===== src/sv/mesh_surface_point_sampler_assert.svh =====
// Assertion macros for the mesh surface point sampler.
`ifndef MESH_SURFACE_POINT_SAMPLER_ASSERT_SVH
`define MESH_SURFACE_POINT_SAMPLER_ASSERT_SVH
`ifndef SYNTHESIS
`define MSPS_ASSERT(lbl, prop, msg) \
  lbl: assert property (@(posedge clk_i) disable iff (!rst_ni) prop) else $error(msg);
`define MSPS_ASSERT_NEVER(lbl, expr, msg) \
  lbl: assert property (@(posedge clk_i) disable iff (!rst_ni) !(expr)) else $error(msg);
`else
`define MSPS_ASSERT(lbl, prop, msg)
`define MSPS_ASSERT_NEVER(lbl, expr, msg)
`endif
`endif


===== src/sv/msps_ram.sv =====
// Generic single-port-write, registered-read RAM.
module msps_ram #(
  parameter int unsigned WIDTH = 32,
  parameter int unsigned DEPTH = 4,
  localparam int unsigned AW = (DEPTH > 1) ? $clog2(DEPTH) : 1
) (
  input  logic             clk_i,
  input  logic             we_i,
  input  logic [AW-1:0]    waddr_i,
  input  logic [WIDTH-1:0] wdata_i,
  input  logic [AW-1:0]    raddr_i,
  output logic [WIDTH-1:0] rdata_o
);

  logic [WIDTH-1:0] mem_q [DEPTH];
  logic [WIDTH-1:0] rdata_q;

  always_ff @(posedge clk_i) begin
    if (we_i) begin
      mem_q[waddr_i] <= wdata_i;
    end
    rdata_q <= mem_q[raddr_i];
  end

  assign rdata_o = rdata_q;

endmodule


===== config.mk =====
export PLATFORM = sky130hd
export DESIGN_NAME = msps_ram
export DESIGN_NICKNAME = d
export VERILOG_FILES = /design/src/sv/mesh_surface_point_sampler_assert.svh /design/src/sv/msps_ram.sv
export SDC_FILE = /design/constraint.sdc
export NUM_CORES = 1
export LEC_CHECK = 0
export ABC_AREA = 1
export BUFFER_PORTS_ARGS = -buffer_cell sky130_fd_sc_hd__buf_4
export CORE_MARGIN = 2
export CORE_UTILIZATION = 30
export CTS_BUF_LIST = sky130_fd_sc_hd__clkbuf_16
export DETAILED_ROUTE_END_ITERATION = 8
export GPL_ROUTABILITY_DRIVEN = 1
export GPL_TIMING_DRIVEN = 0
export PLACE_DENSITY = 0.5
export REMOVE_ABC_BUFFERS = 1
export SYNTH_ARGS = -nofsm -noshare
export SYNTH_HDL_FRONTEND = slang
export SYNTH_SLANG_ARGS = --single-unit

===== constraint.sdc =====
create_clock -name clk_i -period 4.03 [get_ports clk_i]
set_input_delay 0.6045 -clock clk_i [delete_from_list [all_inputs] [get_ports clk_i]]
set_output_delay 0.6045 -clock clk_i [all_outputs]
set_load 0.1 [all_outputs]

* Word-level counts from Yosys, hierarchy flattened
Memories as Yosys holds them, arrays and structs flattened. A register that Yosys moved wholly into a read port is not among the register bits. Cells that the tools add are included.
Cells by class: $add $sub $neg 0, $mul 0, divide/modulo/power cells 0, $lt $le $gt $ge 0, equality and inequality tests 0, shift-type cells 0, muxes and demuxes 2, bitwise operators 0, reductions and logical operators 0
Operators with widths (number):
- 1-bit 2-to-1 mux | 2
Word-level totals: register bits after elaboration 0, bits in latches 0, memory bits (writable) 128, bits in read-only memories 0, input bits 38, memories 1
Memories:
- mem_q | words 4, bits a word 32, rd ports 1, clocked after memory_dff 1, write ports 1, RTL line msps_ram.sv:15 | logic [WIDTH-1:0] mem_q [DEPTH];

* Logic depth before layout (Yosys ltp)
Gate-level depths: netlist of the first run.
depth in word-level cells 2, mapped depth 5

* Worst setup path before layout of the first run
No wires, ideal clock.
path type input to register, start point input port waddr_i[1], end point memory mem_q[0][0] (enable), library setup time 0.461 ns, arrival time 2.884 ns, data required time 3.569 ns, slack 0.684 ns, cell stages on the path 1, path buffers 0, path through nor3_1
RTL lines:
- start, declared | RTL line msps_ram.sv:9 | input logic [AW-1:0] waddr_i,
- end, declared | RTL line msps_ram.sv:15
Straight into the memory's write port.

==> reports/metrics.csv, run 1 <==
metric;value;unit
status;finished clean;
fillers;1998;
largest net degree at the start of global routing;66;
largest family of logic cells by synthesized area;simple AND/OR/NAND/NOR gates;
clock share of power;0.400;
WL final;12.2;mm
RSZ-0062 raised after global routing;false;
leakage power total;3.42;nW
Syn Std Cell Area;0.00608;mm²
Seq cells post-synth;160;
Hold Crit Class;in2reg;
slowest stage delay, CP;0.98;ns
Crit path arrival time;2.30;ns
Cell Chain, Critical Path;buf_4, inv_2, nand2_1, nand3_1, nand2_1;
relative slew slack;0.194;
critical path class;in2reg;
via-per-instance ratio;4.05;
HP Start;wdata_i[28];
starting DRC count in detailed routing;206;
highest metal used;met4;
clk root buf;clkbuf_16;
most common cell type on the critical path;nand2_1;
CTS Buffer Depth;2;
Least-Margin Pin Slew;1.21;ns
final hold vios;0;
GRT Total Usage;0.120;
Reg2Reg Setup Slack;3.23;ns
nets;663;
hpwl dp;7.49;mm
Worst-Skew Late Latency;0.41;ns
routed vias;3673;
ant diodes;0;
peak supply drop;0.269;mV
Endpoint, Worst Hold;mem_q[3][28];
worst-path maximum fanout;65;
vias in the first global route;3626;
Hold Path Depth;1;
worst reg-to-reg path cell count;4;
RR Startpoint;mem_q[2][21];
Die H;146;µm
period utilization;0.494;
Setup crit end kind;flip-flop;
Routed wire per std cell;13.4;µm
GR Overflow Total;0;
post-synthesis cell count;541;
area share of the largest cell type after synthesis;0.632;
First-pass DRT Iterations;4;
Simple-Gate Fraction of Synth Area;0.155;
core area;0.0200;mm²
Switch Pwr;1.01;mW
Tmin final;1.99;ns
die extent in x;146;µm
synth warn;0;
first-pass GRT wire length;18.9;mm
Switching Fraction;0.254;
Initial Utilization;0.303;
area share of fa/ha/maj cells after synthesis;0;
ANT nets after route;0;
Total Power;3.97;mW
PD cells;525;mW/mm²
hold slack;0.389;ns
area grow syn2layout;24.4;%
M1 WL;5.48;mm
post-synthesis compound-gate area fraction;0;
sequential element share of the synthesized area;0.738;
WL met3;684;µm
port bufs;69;
CTS tree;yes;
post-synthesis xor/xnor area fraction;0;
post-synth top area cell;edfxtp_1;
worst path required time;4.33;ns
Int Pwr;2.96;mW
Seq pwr share;0.480;
fmax;0.502;GHz
htree depth;4;
DRC violations left;0;
Netlist cell types;10;
row cnt;52;
WL met2;5.84;mm
TNS Setup;0;ns
initial antenna violation count;0;
clock-pin transition on the worst setup and hold timing paths;0.07;ns
multiplexer share of the synthesized area;0;
Slowest cell on crit path;inv_2;
Post CTS Setup Buffer Count;0;
hold_buf cts;0;
final slew viol count;0;
final setup vio count;0;
die area;0.0214;mm²
worst r2r dst;rdata_o[21];
max-cap viol count;0;
Num CTS Buffers;17;
post_cts resized;0;
share of layout cells above drive strength 1;0.190;
routability cong.;0.645;
largest cells by area after synthesis;edfxtp_1 63%, dfxtp_1 11%, nand2_1 9.9%;
CP Launch Type;primary input;
Clock Skew;0.00809;ns
number of top-level pins;70;
Mapped Avg Cell Area;11.2;µm²
Logic pwr share;0.120;
clock sinks;160;
==> sequential cells by signal (all words and copies together) (netlist names) <==
name / cells
mem_q: 128
rdata_o: 32
==> logic make-up (layout without fill, tap and decap cells) <==
family,Yosys count,count (layout)
AND/OR/NAND/NOR,228,228
flip-flops,160,160
buffers and inverters,153,250
==> stage by stage <==
stage          worst slack [ns]  utilization  std cells  instance area [µm²]
2_1_floorplan             0.684            -        521                 5920
3_3_place_gp              -1.78        0.338        860                 6780
3_5_place_dp               1.58        0.348        876                 6970
4_1_cts                    2.02        0.377        908                 7560
5_1_grt                    1.83        0.377        908                 7560
6_report                   2.04        0.377        908                 7560
==> critical path: cells and delay by family <==
family / cells / cell delay (ns)
and+or+nand+nor: 3 / 0.33
buffers and inverters: 2 / 1.31
==> layout make-up <==
type                            count  area [µm²]  share of cell area
Sequential cell                   160        4480               0.593
Multi-Input combinational cell    228         961               0.127
Timing Repair Buffer               85         687              0.0908
Inverter                          133         499              0.0660
Clock buffer                       17         425              0.0562
Tap cell                          270         338              0.0447
Clock inverter                     15         169              0.0223
==> cells in the mapped netlist <==
cell	number
buf_6	7
nand3_1	64
inv_2	1
edfxtp_1	128
buf_2	9
buf_4	4
nand2_1	160
inv_1	132
nor3_1	4
dfxtp_1	32
==> worst max path at each step <==
stage	start	endpoint	slack, ns	cells after the start
floorplan	waddr_i[1]	mem_q[0][0]	0.68	1
global placement	waddr_i[1]	mem_q[3][19]	-1.78	3
detailed placement	raddr_i[0]	rdata_o[29]	1.58	5
CTS	raddr_i[0]	rdata_o[29]	2.02	5
global route	raddr_i[0]	rdata_o[12]	1.83	5
finish	raddr_i[0]	rdata_o[21]	2.04	5
==> metal layers <==
metal / global-route usage / vias up
met5: 0 / -
met3: 0.0456 / 13
met1: 0.147 / 1731
met4: 0.0383 / 0
met2: 0.196 / 76
li1: - / 1853
==> power by group through the flow <==
stage | registers [mW] | clock network (mW) | logic, mW
finish | 1.91 | 1.59 | 0.478
CTS | 1.91 | 1.63 | 0.484
global route | 1.91 | 1.70 | 0.511
floorplan | 2.17 | 0 | 0.0976
global placement | 1.95 | 0 | 0.461
detailed placement | 1.94 | 0 | 0.483
==> cells in the final DEF, fill, tap and decap left out <==
cell type,Yosys,final
nand2_1,160,160
inv_1,132,132
edfxtp_1,128,128
buf_4,4,72
nand3_1,64,64
dfxtp_1,32,32
clkbuf_16,0,17
buf_6,7,13
nor3_2,0,4
clkinvlp_4,0,4
clkinv_2,0,3
bufinv_16,0,3
inv_2,1,2
clkinv_4,0,2
clkinv_1,0,1
inv_6,0,1
No activity file was read; power rests on OpenSTA's default activity.
==> run 2: changes to the inputs <==
--- a/config.mk
+++ b/config.mk
@@ -13,7 +13,7 @@
 export DETAILED_ROUTE_END_ITERATION = 8
 export GPL_ROUTABILITY_DRIVEN = 1
 export GPL_TIMING_DRIVEN = 0
-export PLACE_DENSITY = 0.5
+export PLACE_DENSITY = 0.51
 export REMOVE_ABC_BUFFERS = 1
 export SYNTH_ARGS = -nofsm -noshare
 export SYNTH_HDL_FRONTEND = slang
==> constraint.sdc (replaced) <==
create_clock -name clk_i -period 1.7 [get_ports clk_i]
set_input_delay 0.255 -clock clk_i [delete_from_list [all_inputs] [get_ports clk_i]]
set_output_delay 0.255 -clock clk_i [all_outputs]
set_load 0.1 [all_outputs]
==> reports/metrics.csv, run 2 (same netlist as run 1, synthesis figures left out) <==
metric;value;unit;change
status;finished clean;;
Post CTS Setup Buffer Count;0;;unchanged
Logic pwr share;0.125;;+0.005
Int Pwr;6.70;mW;+130%
PD cells;1210;mW/mm²;+130%
WL final;12.2;mm;+0.16%
CTS Buffer Depth;2;;unchanged
largest net degree at the start of global routing;66;;unchanged
commonest non-fill, non-tap cell in the layout;nand2_1;;
Switching Fraction;0.260;;+0.00552
ANT nets after route;0;;unchanged
CP delay by family, top;simple AND/OR/NAND/NOR gates;;
Least-Margin Pin Slew;0.828;ns;-0.378 ns
Worst-Skew Late Latency;0.42;ns;about the same
leakage power total;3.38;nW;-1.0%
final core utilization;0.374;;-0.00381
Hold Crit Class;in2reg;;
Crit path arrival time;1.52;ns;-0.78 ns
final setup vio count;0;;unchanged
fillers;1978;;-1.0%
Die H;146;µm;unchanged
Cell Chain, Critical Path;buf_4, inv_1, nor3_2, buf_6, buf_6;;
max-cap viol count;0;;unchanged
row cnt;52;;unchanged
die extent in x;146;µm;unchanged
number of top-level pins;70;;unchanged
period utilization;0.829;;
vias in the first global route;3721;;+2.6%
htree depth;4;;unchanged
Biggest register;mem_q;;
nets;660;;-0.45%
first-pass GRT wire length;19.3;mm;+1.7%
critical path class;in2reg;;
Num CTS Buffers;17;;unchanged
Tmin final;1.41;ns;
share of layout cells above drive strength 1;0.181;;-0.00855
Clock Skew;0.00560;ns;-0.00249 ns
Switch Pwr;2.35;mW;+130%
peak supply drop;0.613;mV;+130%
GRT Total Usage;0.120;;+0.000678
Routed wire per std cell;13.5;µm;+0.50%
Initial Utilization;0.303;;unchanged
hpwl dp;7.35;mm;-1.9%
hold_buf cts;0;;unchanged
worst path required time;1.81;ns;-2.52 ns
Setup crit end kind;flip-flop;;
routed vias;3697;;+0.65%
clock share of power;0.375;;-0.025
final slew viol count;0;;unchanged
die area;0.0214;mm²;unchanged
CTS tree;yes;;
final hold vios;0;;unchanged
fmax;0.709;GHz;
worst-path maximum fanout;9;;-86%
ant diodes;0;;unchanged
sum of buffers and inverters on the critical path;4;;+2
First-pass DRT Iterations;4;;unchanged
CP Launch Type;primary input;;
Seq pwr share;0.500;;+0.020
core area;0.0200;mm²;unchanged
RSZ-0062 raised after global routing;false;;
clock sinks;160;;unchanged
area grow syn2layout;23.2;%;
max reg flops;128;;unchanged
commonest non-fill, non-tap cells in the layout;160 x nand2_1, 133 x inv_1, 128 x edfxtp_1, 69 x buf_4, 64 x nand3_1;;
port bufs;69;;unchanged
relative slew slack;0.445;;+0.250
Slowest cell on crit path;nor3_2;;
routability cong.;0.630;;-2.4%
slowest stage delay, CP;0.66;ns;-0.32 ns
GR Overflow Total;0;;unchanged
starting DRC count in detailed routing;178;;-14%
DRC violations left;0;;unchanged
most common cell type on the critical path;buf_6;;
hold slack;0.0338;ns;-0.355 ns
via-per-instance ratio;4.09;;+0.99%
clk root buf;clkbuf_16;;
initial antenna violation count;0;;unchanged
TNS Setup;0;ns;unchanged
clock-pin transition on the worst setup and hold timing paths;0.06;ns;about the same
post_cts resized;0;;unchanged
Total Power;9.05;mW;+130%
-- run 2: worst paths after layout --
path                      from            to  slack, ns  cells past startpoint
setup / recovery    waddr_i[1]  mem_q[3][13]       0.29                      5
hold / removal     wdata_i[27]  mem_q[2][27]       0.03                      1
setup reg to reg  mem_q[3][10]   rdata_o[10]       0.90                      4
hold reg to reg   mem_q[0][29]   rdata_o[29]       0.53                      4
-- run 2: power groups by stage --
| stage | Combinational (mW) | Clock [mW] | Sequential (mW) |
|---|---|---|---|
| after CTS | 1.15 | 3.51 | 4.52 |
| final | 1.13 | 3.40 | 4.52 |
| after detailed placement | 1.14 | 0 | 4.61 |
| after global routing | 1.21 | 3.70 | 4.54 |
| after floorplan | 0.231 | 0 | 5.13 |
| after global placement | 1.09 | 0 | 4.61 |
-- run 2: per-layer routing --
metal | routed length (µm) | vias to the layer above | track usage
li1 | - | 1844 | -
met3 | 572 | 7 | 0.0381
met4 | 107 | 0 | 0.0364
met1 | 5420 | 1776 | 0.145
met5 | 0 | - | 0
met2 | 6070 | 70 | 0.208
-- run 2: final cells by class --
type	instances	area, µm²	share of cell area
Tap cell	270	338	0.0451
Sequential cell	160	4480	0.599
Timing Repair Buffer	82	672	0.0897
Inverter	133	502	0.0670
Multi-Input combinational cell	228	961	0.128
Clock buffer	17	425	0.0568
Clock inverter	15	105	0.0140
-- run 2: stage by stage --
step                std cells  setup WS (ns)  cell area (µm²)
detailed placement        873         -0.421             6950
CTS                       905         0.0196             7480
global placement          860          -3.72             6780
global route              905          0.193             7490
floorplan                 521          -1.30             5920
finish                    905          0.290             7490
