===== config.mk =====
export PLATFORM = sky130hd
export DESIGN_NAME = msps_div
export DESIGN_NICKNAME = d
export VERILOG_FILES = /design/src/sv/mesh_surface_point_sampler_assert.svh /design/src/sv/msps_pkg.sv /design/src/sv/msps_div.sv
export SDC_FILE = /design/constraint.sdc
export NUM_CORES = 1
export LEC_CHECK = 0
export BUFFER_PORTS_ARGS = -buffer_cell sky130_fd_sc_hd__buf_4
export CORE_ASPECT_RATIO = 0.8
export CORE_MARGIN = 4
export CORE_UTILIZATION = 55
export DETAILED_ROUTE_END_ITERATION = 6
export GPL_ROUTABILITY_DRIVEN = 0
export GPL_TIMING_DRIVEN = 0
export PLACE_DENSITY = 0.88
export SLEW_MARGIN = 25
export SYNTH_ARGS = -nofsm -noshare
export SYNTH_HDL_FRONTEND = slang
export SYNTH_SLANG_ARGS = --single-unit

===== constraint.sdc =====
create_clock -name clk_i -period 8.1 [get_ports clk_i]
set_input_delay 1.215 -clock clk_i [delete_from_list [all_inputs] [get_ports clk_i]]
set_output_delay 1.215 -clock clk_i [all_outputs]
set_load 0.01 [all_outputs]

===== src/sv/mesh_surface_point_sampler_assert.svh =====
// Assertion macros for the mesh surface point sampler.
`ifndef MESH_SURFACE_POINT_SAMPLER_ASSERT_SVH
`define MESH_SURFACE_POINT_SAMPLER_ASSERT_SVH
`ifndef SYNTHESIS
`define MSPS_ASSERT(lbl, prop, msg) \
  lbl: assert property (@(posedge clk_i) disable iff (!rst_ni) prop) else $error(msg);
`define MSPS_ASSERT_NEVER(lbl, expr, msg) \
  lbl: assert property (@(posedge clk_i) disable iff (!rst_ni) !(expr)) else $error(msg);
`else
`define MSPS_ASSERT(lbl, prop, msg)
`define MSPS_ASSERT_NEVER(lbl, expr, msg)
`endif
`endif


===== src/sv/msps_pkg.sv =====
// Shared types, constants and helpers of the mesh surface point sampler.
package msps_pkg;

  localparam int unsigned COORD_W          = 32;
  localparam int unsigned MAX_FACE_LEVELS  = 4;
  localparam int unsigned MAX_EDGE_SAMPLES = 64;

  localparam int unsigned NUM_CORNERS = 3;
  localparam int unsigned TRI_COORDS  = 3 * NUM_CORNERS;
  localparam int unsigned ROW_COORDS  = TRI_COORDS + 3;
  localparam int unsigned ROW_W       = ROW_COORDS * COORD_W;
  localparam int unsigned LVL_W       = (MAX_FACE_LEVELS > 1) ? $clog2(MAX_FACE_LEVELS) : 1;

  localparam int unsigned ES_W     = 7;
  localparam int unsigned FL_W     = 3;
  localparam int unsigned CFG_IDX_W = 2;
  localparam int unsigned CFG_W    = ES_W;
  localparam int unsigned CNT_W    = 7;

  // divider: numerator covers step * (b - a) and the three-corner sum
  localparam int unsigned NUM_W   = COORD_W + 8;
  localparam int unsigned DEN_W   = 7;
  localparam int unsigned NUM_LANES = 3;

  localparam int unsigned IN_DATA_W  = TRI_COORDS * COORD_W;
  localparam int unsigned OUT_DATA_W = 3 * COORD_W;
  localparam int unsigned CMD_W      = 2;

  typedef enum logic [CMD_W-1:0] {
    CMD_VERTEX = 2'd0,
    CMD_EDGE   = 2'd1,
    CMD_FACE   = 2'd2,
    CMD_NONE   = 2'd3
  } cmd_e;

  typedef enum logic [CFG_IDX_W-1:0] {
    CFG_EDGE_SUBSAMPLES = 2'd0,
    CFG_FACE_LEVELS     = 2'd1,
    CFG_UNUSED_2        = 2'd2,
    CFG_UNUSED_3        = 2'd3
  } cfg_idx_e;

  typedef enum logic [2:0] {
    ST_IDLE,
    ST_FSTART,
    ST_EMUL,
    ST_ESTART,
    ST_DIV,
    ST_EMIT,
    ST_READ,
    ST_EXPAND
  } state_e;

  typedef logic signed [COORD_W-1:0] coord_t;
  typedef logic signed [NUM_W-1:0]   num_t;

  typedef struct packed {
    logic             start;
    logic [DEN_W-1:0] den;
  } div_req_t;

  typedef struct packed {
    logic busy;
    logic done;
  } div_stat_t;

  // number of samples of a face subdivided to lv levels
  function automatic logic [CNT_W-1:0] face_count(input logic [FL_W-1:0] lv);
    logic [CNT_W-1:0] cnt;
    logic [CNT_W-1:0] pw;
    cnt = '0;
    pw  = CNT_W'(1);
    for (int k = 0; k < int'(MAX_FACE_LEVELS); k++) begin
      if (k < int'(lv)) begin
        cnt = cnt + pw;
        pw  = CNT_W'(pw * CNT_W'(3));
      end
    end
    return cnt;
  endfunction

endpackage


===== src/sv/msps_div.sv =====
// Three-lane bit-serial signed divider with round-to-nearest, ties away from zero.
module msps_div
  import msps_pkg::*;
(
  input  logic      clk_i,
  input  logic      rst_ni,
  input  div_req_t  req_i,
  input  num_t      num_i [NUM_LANES],
  output div_stat_t stat_o,
  output num_t      quo_o [NUM_LANES]
);

  localparam int unsigned REM_W = DEN_W + 1;
  localparam int unsigned CNT_DW = $clog2(NUM_W);
  localparam logic [CNT_DW-1:0] CNT_LAST = CNT_DW'(NUM_W - 1);

  logic              busy_q, done_q;
  logic [CNT_DW-1:0] cnt_q;
  logic [DEN_W-1:0]  den_q;
  logic              neg_q [NUM_LANES];
  logic [NUM_W-1:0]  mag_q [NUM_LANES];
  logic [REM_W-1:0]  rem_q [NUM_LANES];
  logic [REM_W-1:0]  rem_d [NUM_LANES];
  logic              bit_d [NUM_LANES];
  logic [NUM_W-1:0]  mag_d [NUM_LANES];

  always_comb begin
    for (int l = 0; l < int'(NUM_LANES); l++) begin
      logic [REM_W-1:0] sh;
      logic [NUM_W-1:0] a;
      sh = {rem_q[l][REM_W-2:0], mag_q[l][NUM_W-1]};
      if (sh >= {1'b0, den_q}) begin
        rem_d[l] = sh - {1'b0, den_q};
        bit_d[l] = 1'b1;
      end else begin
        rem_d[l] = sh;
        bit_d[l] = 1'b0;
      end
      a = num_i[l][NUM_W-1] ? NUM_W'(-num_i[l]) : NUM_W'(num_i[l]);
      mag_d[l] = a + NUM_W'(req_i.den >> 1);
      quo_o[l] = neg_q[l] ? num_t'(-mag_q[l]) : num_t'(mag_q[l]);
    end
  end

  always_ff @(posedge clk_i or negedge rst_ni) begin
    if (!rst_ni) begin
      busy_q <= 1'b0;
      done_q <= 1'b0;
      cnt_q  <= '0;
    end else begin
      done_q <= 1'b0;
      if (req_i.start) begin
        busy_q <= 1'b1;
        cnt_q  <= '0;
      end else if (busy_q) begin
        cnt_q <= cnt_q + CNT_DW'(1);
        if (cnt_q == CNT_LAST) begin
          busy_q <= 1'b0;
          done_q <= 1'b1;
        end
      end
    end
  end

  always_ff @(posedge clk_i) begin
    if (req_i.start) begin
      den_q <= req_i.den;
      for (int l = 0; l < int'(NUM_LANES); l++) begin
        neg_q[l] <= num_i[l][NUM_W-1];
        mag_q[l] <= mag_d[l];
        rem_q[l] <= '0;
      end
    end else if (busy_q) begin
      for (int l = 0; l < int'(NUM_LANES); l++) begin
        rem_q[l] <= rem_d[l];
        mag_q[l] <= {mag_q[l][NUM_W-2:0], bit_d[l]};
      end
    end
  end

  assign stat_o.busy = busy_q;
  assign stat_o.done = done_q;

endmodule


; Word level (Yosys, flattened, before mapping)
; Memories as Yosys holds them, arrays and structs flattened.
; Cells that the tools add are included.
[op_classes]
addsub = 13
n_mul = 0
n_div = 0
n_lt_le_gt_ge = 3
n_eq_ne = 1
shifts = 0
mux = 31
n_bitwise = 6
n_reduce_logical = 1
[ops]
columns = op, count
row1 = 2-to-1 mux 40 bit, 9
row2 = negation 40 bit, 6
row3 = adder 40 x 6 -> 40 bit, 3
row4 = 2-to-1 mux 8 bit, 6
row5 = >= comparator 8 x 7 -> 1 bit, 3
row6 = subtractor 8 x 7 -> 8 bit, 3
row7 = 2-to-1 mux 1 bit, 14
row8 = 2-to-1 mux 6 bit, 2
row9 = "adder 6 x 1 -> 6 bit, second input constant", 1
row10 = "equality test 6 bit, second input constant", 1
row11 = OR 1 bit, 6
row12 = nonzero test 2 bit, 1
[totals]
ff_bits = 15
latchBits = 0
ram_bits = 147
romBits = 0
in_bits = 130
output_inout_bits = 122
elab_cells = 62
memories = 3
[memory_table]
columns = name, words, word_bits, rd, rd_ports_with_merged_regs, wr, line
row1 = mag_q, 3, 40, 3, 0, 3, msps_div.sv:21  ; logic [NUM_W-1:0] mag_q [NUM_LANES];
row2 = rem_q, 3, 8, 3, 0, 3, msps_div.sv:22  ; logic [REM_W-1:0] rem_q [NUM_LANES];
row3 = neg_q, 3, 1, 3, 0, 3, msps_div.sv:20  ; logic neg_q [NUM_LANES];

; Logic depth before layout (Yosys ltp)
; Gate-level depths: netlist (run 1).
[depth]
word_depth = 4
depth_mapped = 17
mapped_depth_nobuf = 14

; Worst setup path after synthesis (run 1)
; OpenSTA, ideal clock, no wires.
[synth_timing]
path_type = in2reg
start = input port num_i[39] (netlist bit)
end = memory mag_q[0][119] (netlist bit), data pin
setup_time_ns = 0.152
arrival_ns = 5.246
required_time_ns = 7.948
slack_ns = 2.703
path_stages = 17
n_path_buf = 6
cell_sequence = clkbuf_1 -> clkbuf_1 -> clkbuf_1 -> clkbuf_1 -> buf_1 -> o21ai_0 -> xnor2_1 -> ha_1 -> nand2_1 -> o21ai_0 -> o41ai_1 -> a211oi_1 -> nand4_1 -> or2_2 -> clkbuf_1 -> or4_1 -> a31oi_1
[synth_lines]
columns = item, line
row1 = from (decl), msps_div.sv:8  ; input num_t num_i [NUM_LANES],
row2 = to (decl), msps_div.sv:21

==> metrics.cfg, run 1 <==
[sta]
fin_crit_sh_pct=85.1
fmax_mhz=145
worst_pin_slew_ns=0.968
rsz0062_at_grt=no
finalHoldViolCount=0
tns_ns=0
finalMaxSlewViolations=0
fin_worst_skew_ns=0.0109
whs_ns=0.562
setup_violations=0
layout_min_cycle_time_ns=6.89
maxSlewHeadroom_pct=35.4

[setup_path]
critical_path_class=input port to flip-flop
critPathCaptureType=flip-flop
worstRegToRegCells=11
cp_max_fo=10
crit_required_ns=8.37
cp-start-kind=input port
cp_data_arrival_time_ns=7.16

[synthesis]
avgSynthCellArea_um2=8.29
synth_edf_count=151
synth.distinct_cells=77
yosysSeqAreaShare_pct=29.1
yosysTopAreaCell=edfxtp_1
async_flop_share_pct=5.03
yosysTopAreaCellShare_pct=27.9
syn_area_um2=16200
ys_warn_count=0
synth.top_cells.by_area=edfxtp_1, xnor2_1, xor2_1
synth_seq_cells=159
synthCells=1960
synth-main-ff-cell=edfxtp_1
syn-num-nets=2142

[cts]
htree_num_levels=4
clock_path_buffers=2
cts.sinks=159
numCtsBuffers=17
worstSkewPairLatency_ns=0.44
cts_resized=0
clockRootBuffer=clkbuf_16
clkSlewWorstSetupHoldPaths_ns=0.07
cts_tree=done
post_cts_buffers=0
postCtsHoldBufs=0

[power_and_ir_drop]
p_int_mw=2.12
ir_drop_uv=133
p_leak_nw=6.92
combPwrFrac_pct=41.2
pwr-share-seq_pct=35.1
power.density_nw_per_um2=179
clock_power_share_pct=23.7
p_switching_mw=1.30
p_sw_share_pct=38.0

[route]
wirelength_mm=52.6
drc=0
dr.first_iter.drc_count=2098
vias_per_cell=6.64
num_vias=17200
drt_first_pass_iters=6
routedWlPerCell_um=20.3
ant_nets=0

[global_routing]
antenna_found_initial=0
grtUsageMet3_pct=4.53
grt_max_degree=92
gr-usage-met1_pct=41.6
grt_pass1_wl_mm=82.5
overflow=0
grt_util_met2_pct=50.0
track_usage_pct=30.6
top_usage_layer=met2
grt_pass1_vias=16100

[die]
num_rows=55
io_pins=252
die_w_um=200
initial_utilization_pct=56.6
dieArea_um2=32400
fp.dieH_um=162
core_area_um2=28700

[final_layout]
fillers=2283
fin_nets=2394
drive_gt1_share_pct=14.1
area_growth_pct=17.4
final_cell_area_um2=19100

[place]
place_area_um2=18500
port_buffers=232
dp_hpwl_mm=40.6

[worst_hold_path]
hold_depth=2
hp-class=flip-flop to flip-flop

[outcome]
status=complete, no violations

[job]
max_cap_violations=0

[worst max-delay path, stage by stage]
cell      delay, ns
buf_4          0.11
clkbuf_1       0.38
clkbuf_1       0.48
clkbuf_1       0.51
clkbuf_1       0.47
buf_1          0.49
o21ai_0        0.21
xnor2_1        0.20
ha_1           0.38
nand2_1        0.07
o21ai_0        0.33
o41ai_1        0.22
a211oi_1       0.59
nand4_1        0.33
or2_2          0.37
clkbuf_1       0.16
or4_1          0.42
a31oi_1        0.21
[power groups by stage]
stage / clock [mW] / combinational, mW / sequential [mW]
after floorplan: 0 / 0.841 / 1.17
after global routing: 0.841 / 1.52 / 1.22
after global placement: 0 / 1.33 / 1.20
after detailed placement: 0 / 1.37 / 1.21
final: 0.809 / 1.41 / 1.20
after CTS: 0.807 / 1.39 / 1.19
[final cells by class]
type	instances	area, um2	share of cell area [%]
tap	370	463	2.43
multi-input combinational	1632	10900	56.9
inverter	42	165	0.865
sequential	159	4730	24.8
antenna	1	2.50	0.0131
timing repair buffer	233	1770	9.27
clock buffer	17	425	2.23
buffer	127	508	2.66
clock inverter	15	149	0.780
[worst paths after layout]
path / slack, ns / from / endpoint
min: 0.56 / cnt_q[1] / cnt_q[1]
max in group asynchronous: 7.40 / rst_ni / cnt_q[2]
max reg2reg: 4.86 / mag_q[0][79] / rem_q[0][9]
min reg2reg: 0.56 / cnt_q[1] / cnt_q[1]
min in group asynchronous: 0.57 / rst_ni / cnt_q[4]
max: 1.21 / num_i[39] / mag_q[0][119]
[synthesized netlist by cell type, drive strengths merged (5+ instances only)]
master,instances
buf,15
and4,13
clkbuf,112
nor4,55
nor4b,5
a211oi,21
a21boi,6
xnor2,190
or4,47
o21ai,123
a21oi,92
mux2i,18
o21a,9
and3,10
nand3,34
and2,12
nand2b,38
o41ai,48
ha,46
or3,44
nand2,187
nor3b,10
a31oi,20
fa,6
inv,42
a41oi,10
nor2,147
nand4b,8
o31a,19
a21o,9
nor3,62
edfxtp,151
o31ai,94
dfrtp,8
or2,27
xor2,97
nand4,29
nor2b,26
a311o,5
nand3b,5
[logic make-up after synthesis]
| kind of cell | after synthesis | synth area share [%] |
|---|---|---|
| mux | 20 | 1.25 |
| simple gates | 768 | 24.8 |
| compound gates | 505 | 21.0 |
| buf+inv | 169 | 4.10 |
| xor+xnor | 287 | 15.5 |
| flops | 159 | 29.1 |
| fa+ha+maj | 52 | 4.28 |
[per-layer routing]
metal | vias to the layer above | part of all wire [%] | wire [um]
met5 | - | 0 | 0
met4 | 0 | 3.6 | 1910
met3 | 150 | 11 | 5580
met2 | 1065 | 46 | 24100
met1 | 8137 | 40 | 21000
li1 | 7886 | - | -
[cell usage in the layout, fill, tap and decap left out, types with 12 or more instances in the layout]
cell       Yosys  layout
o31ai_1       94      94
nand2b_1      38      38
mux2i_1       18      18
o21ai_0      121     121
ha_1          46      46
nand2_1      187     187
clkbuf_1     111     111
nor3_1        62      62
nor2b_1       26      26
inv_1         42      41
nor4_1        54      51
or4_1         47      47
or2_2         26      26
buf_4          5     237
xor2_1        97      97
clkbuf_16      0      17
edfxtp_1     151     151
o31a_1        19      19
a21oi_1       91      91
and4_1        13      13
nor2_1       147     147
xnor2_1      190     190
a211oi_1      21      21
or3_1         44      44
nand4_1       29      29
and2_1        12      12
a31oi_1       20      20
o41ai_1       48      48
nand3_1       34      34
[through the flow]
step	std cells	total power, mW	util (%)	setup slack [ns]
floorplan	1960	2.01	-	2.70
global placement	2562	2.53	64.3	1.21
detailed placement	2563	2.58	64.5	1.01
CTS	2595	3.39	66.5	1.45
global route	2595	3.57	66.5	0.872
finish	2596	3.42	66.5	1.21
[state kept, by name, summed over array words and instances, names as in the netlist]
name / cells
neg_q: 3
mag_q: 120
cnt_q: 6
busy_q: 1
den_q: 7
rem_q: 21
done_q: 1
Power figures use the tool's default switching activity.
==> inputs of run 2 (changes only) <==
- CELL_PAD_IN_SITES_DETAIL_PLACEMENT: default -> 1
- CELL_PAD_IN_SITES_GLOBAL_PLACEMENT: default -> 1
- CORE_UTILIZATION: 55 -> 47
- PLACE_DENSITY: 0.88 -> 0.95
==> metrics.cfg, run 2 (synthesis gave the netlist of run 1 again) <==
[outcome]
status=complete, no violations

[die]
num_rows=60
dieArea_um2=37600
io_pins=252
fp.dieH_um=174
initial_utilization_pct=48.0
die_w_um=216
core_area_um2=33900

[job]
max_cap_violations=0

[final_layout]
final_cell_area_um2=19200
final_common_cell=buf_4
top_regs=mag_q x120, rem_q x21, den_q x7
fin_nets=2394
fillers=4107
drive_gt1_share_pct=14.2
multi_input_area_um2=10900
regMostFlops=mag_q
ff_latch_area_um2=4730
area_growth_pct=18.4
largest_reg_flops=120
mostFrequentLayoutCells=buf_4, xnor2_1, nand2_1

[route]
num_vias=17700
drt_first_pass_iters=6
drc=0
routedWlPerCell_um=23.7
dr.first_iter.drc_count=1822
vias_per_cell=6.56
wirelength_mm=63.8
ant_nets=0

[setup_path]
critPathCaptureType=flip-flop
cp-start-kind=input port
critical_path_class=input port to flip-flop
crit_required_ns=8.38
worstRegToRegCells=6
cp_max_fo=10
rr_endpoint=mag_q[0][87]
reg2reg_from=busy_q
rrSetupSlack_ns=4.60
cp_data_arrival_time_ns=7.55

[sta]
fin_worst_skew_ns=0.0135
worst_pin_slew_ns=1.01
finalMaxSlewViolations=0
tns_ns=0
fmax_mhz=137
fin_crit_sh_pct=89.8
setup_violations=0
maxSlewHeadroom_pct=32.8
layout_min_cycle_time_ns=7.27
finalHoldViolCount=0
rsz0062_at_grt=no

[cts]
cts_resized=0
worstSkewPairLatency_ns=0.45
numCtsBuffers=17
post_cts_buffers=0
cts_tree=done
clkSlewWorstSetupHoldPaths_ns=0.07
clockRootBuffer=clkbuf_16
clock_path_buffers=2
htree_num_levels=4
postCtsHoldBufs=0
cts.sinks=159

[global_routing]
grt_pass1_vias=18000
track_usage_pct=32.7
grt_max_degree=81
antenna_found_initial=1
grt_pass1_wl_mm=99.7
overflow=0

[worst_hold_path]
hp-class=input port to asynchronous set/reset pin

[place]
place_area_um2=18600
dp_hpwl_mm=49.2
port_buffers=232

[power_and_ir_drop]
p_leak_nw=6.93
power.density_nw_per_um2=184
ir_drop_uv=168

run 2: routing by layer:
metal  vias to the layer above  part of all wire (%)  global-route usage, %
met2                       867                    49                   55.8
met3                       182                   7.5                   5.38
li1                       7863                     -                      -
met4                         2                   3.8                   12.3
met5                         -                 0.011                      0
met1                      8750                    40                   41.6
run 2: area by class of cell:
type,count,area share (%)
inverter,42,0.859
multi-input combinational,1632,56.6
tap,465,3.03
timing repair buffer,233,9.20
antenna,1,0.0130
clock inverter,14,0.813
clock buffer,18,2.23
sequential,159,24.6
buffer,127,2.64
run 2: critical path: stages:
cell	delay, ns
buf_4	0.11
clkbuf_1	0.41
clkbuf_1	0.51
clkbuf_1	0.53
clkbuf_1	0.47
buf_1	0.52
o21ai_0	0.27
xnor2_1	0.20
ha_1	0.38
nand2_1	0.08
o21ai_0	0.42
o41ai_2	0.22
a211oi_1	0.65
nand4_1	0.34
or2_2	0.37
clkbuf_1	0.18
or4_1	0.43
a31oi_1	0.23
run 2: per-stage QoR:
| stage | power, mW | util [%] | std cells | hold slack, ns | setup WS, ns |
|---|---|---|---|---|---|
| floorplan | 2.01 | - | 1960 | 0.513 | 2.70 |
| CTS | 3.51 | 56.7 | 2690 | 0.562 | 1.05 |
| finish | 3.54 | 56.8 | 2691 | 0.572 | 0.826 |
| global placement | 2.55 | 54.9 | 2657 | 0.534 | 1.11 |
| detailed placement | 2.66 | 55.0 | 2658 | 0.561 | 0.719 |
| global route | 3.70 | 56.8 | 2690 | 0.561 | 0.488 |
run 2: power by group:
| part | internal, mW | leakage (nW) | switching (mW) |
|---|---|---|---|
| logic | 0.632 | 4.91 | 0.848 |
| clock network | 0.461 | 0.285 | 0.387 |
| registers | 1.06 | 1.73 | 0.158 |
| total | 2.15 | 6.93 | 1.39 |
run 2: worst max-delay path by stage:
stage,startpoint,depth (start not counted),endpoint
finish,num_i[39],18,mag_q[0][119]
global route,num_i[39],18,mag_q[0][119]
CTS,num_i[39],18,mag_q[0][119]
detailed placement,num_i[39],18,mag_q[0][119]
global placement,num_i[39],18,mag_q[0][119]
floorplan,num_i[39],17,mag_q[0][119]
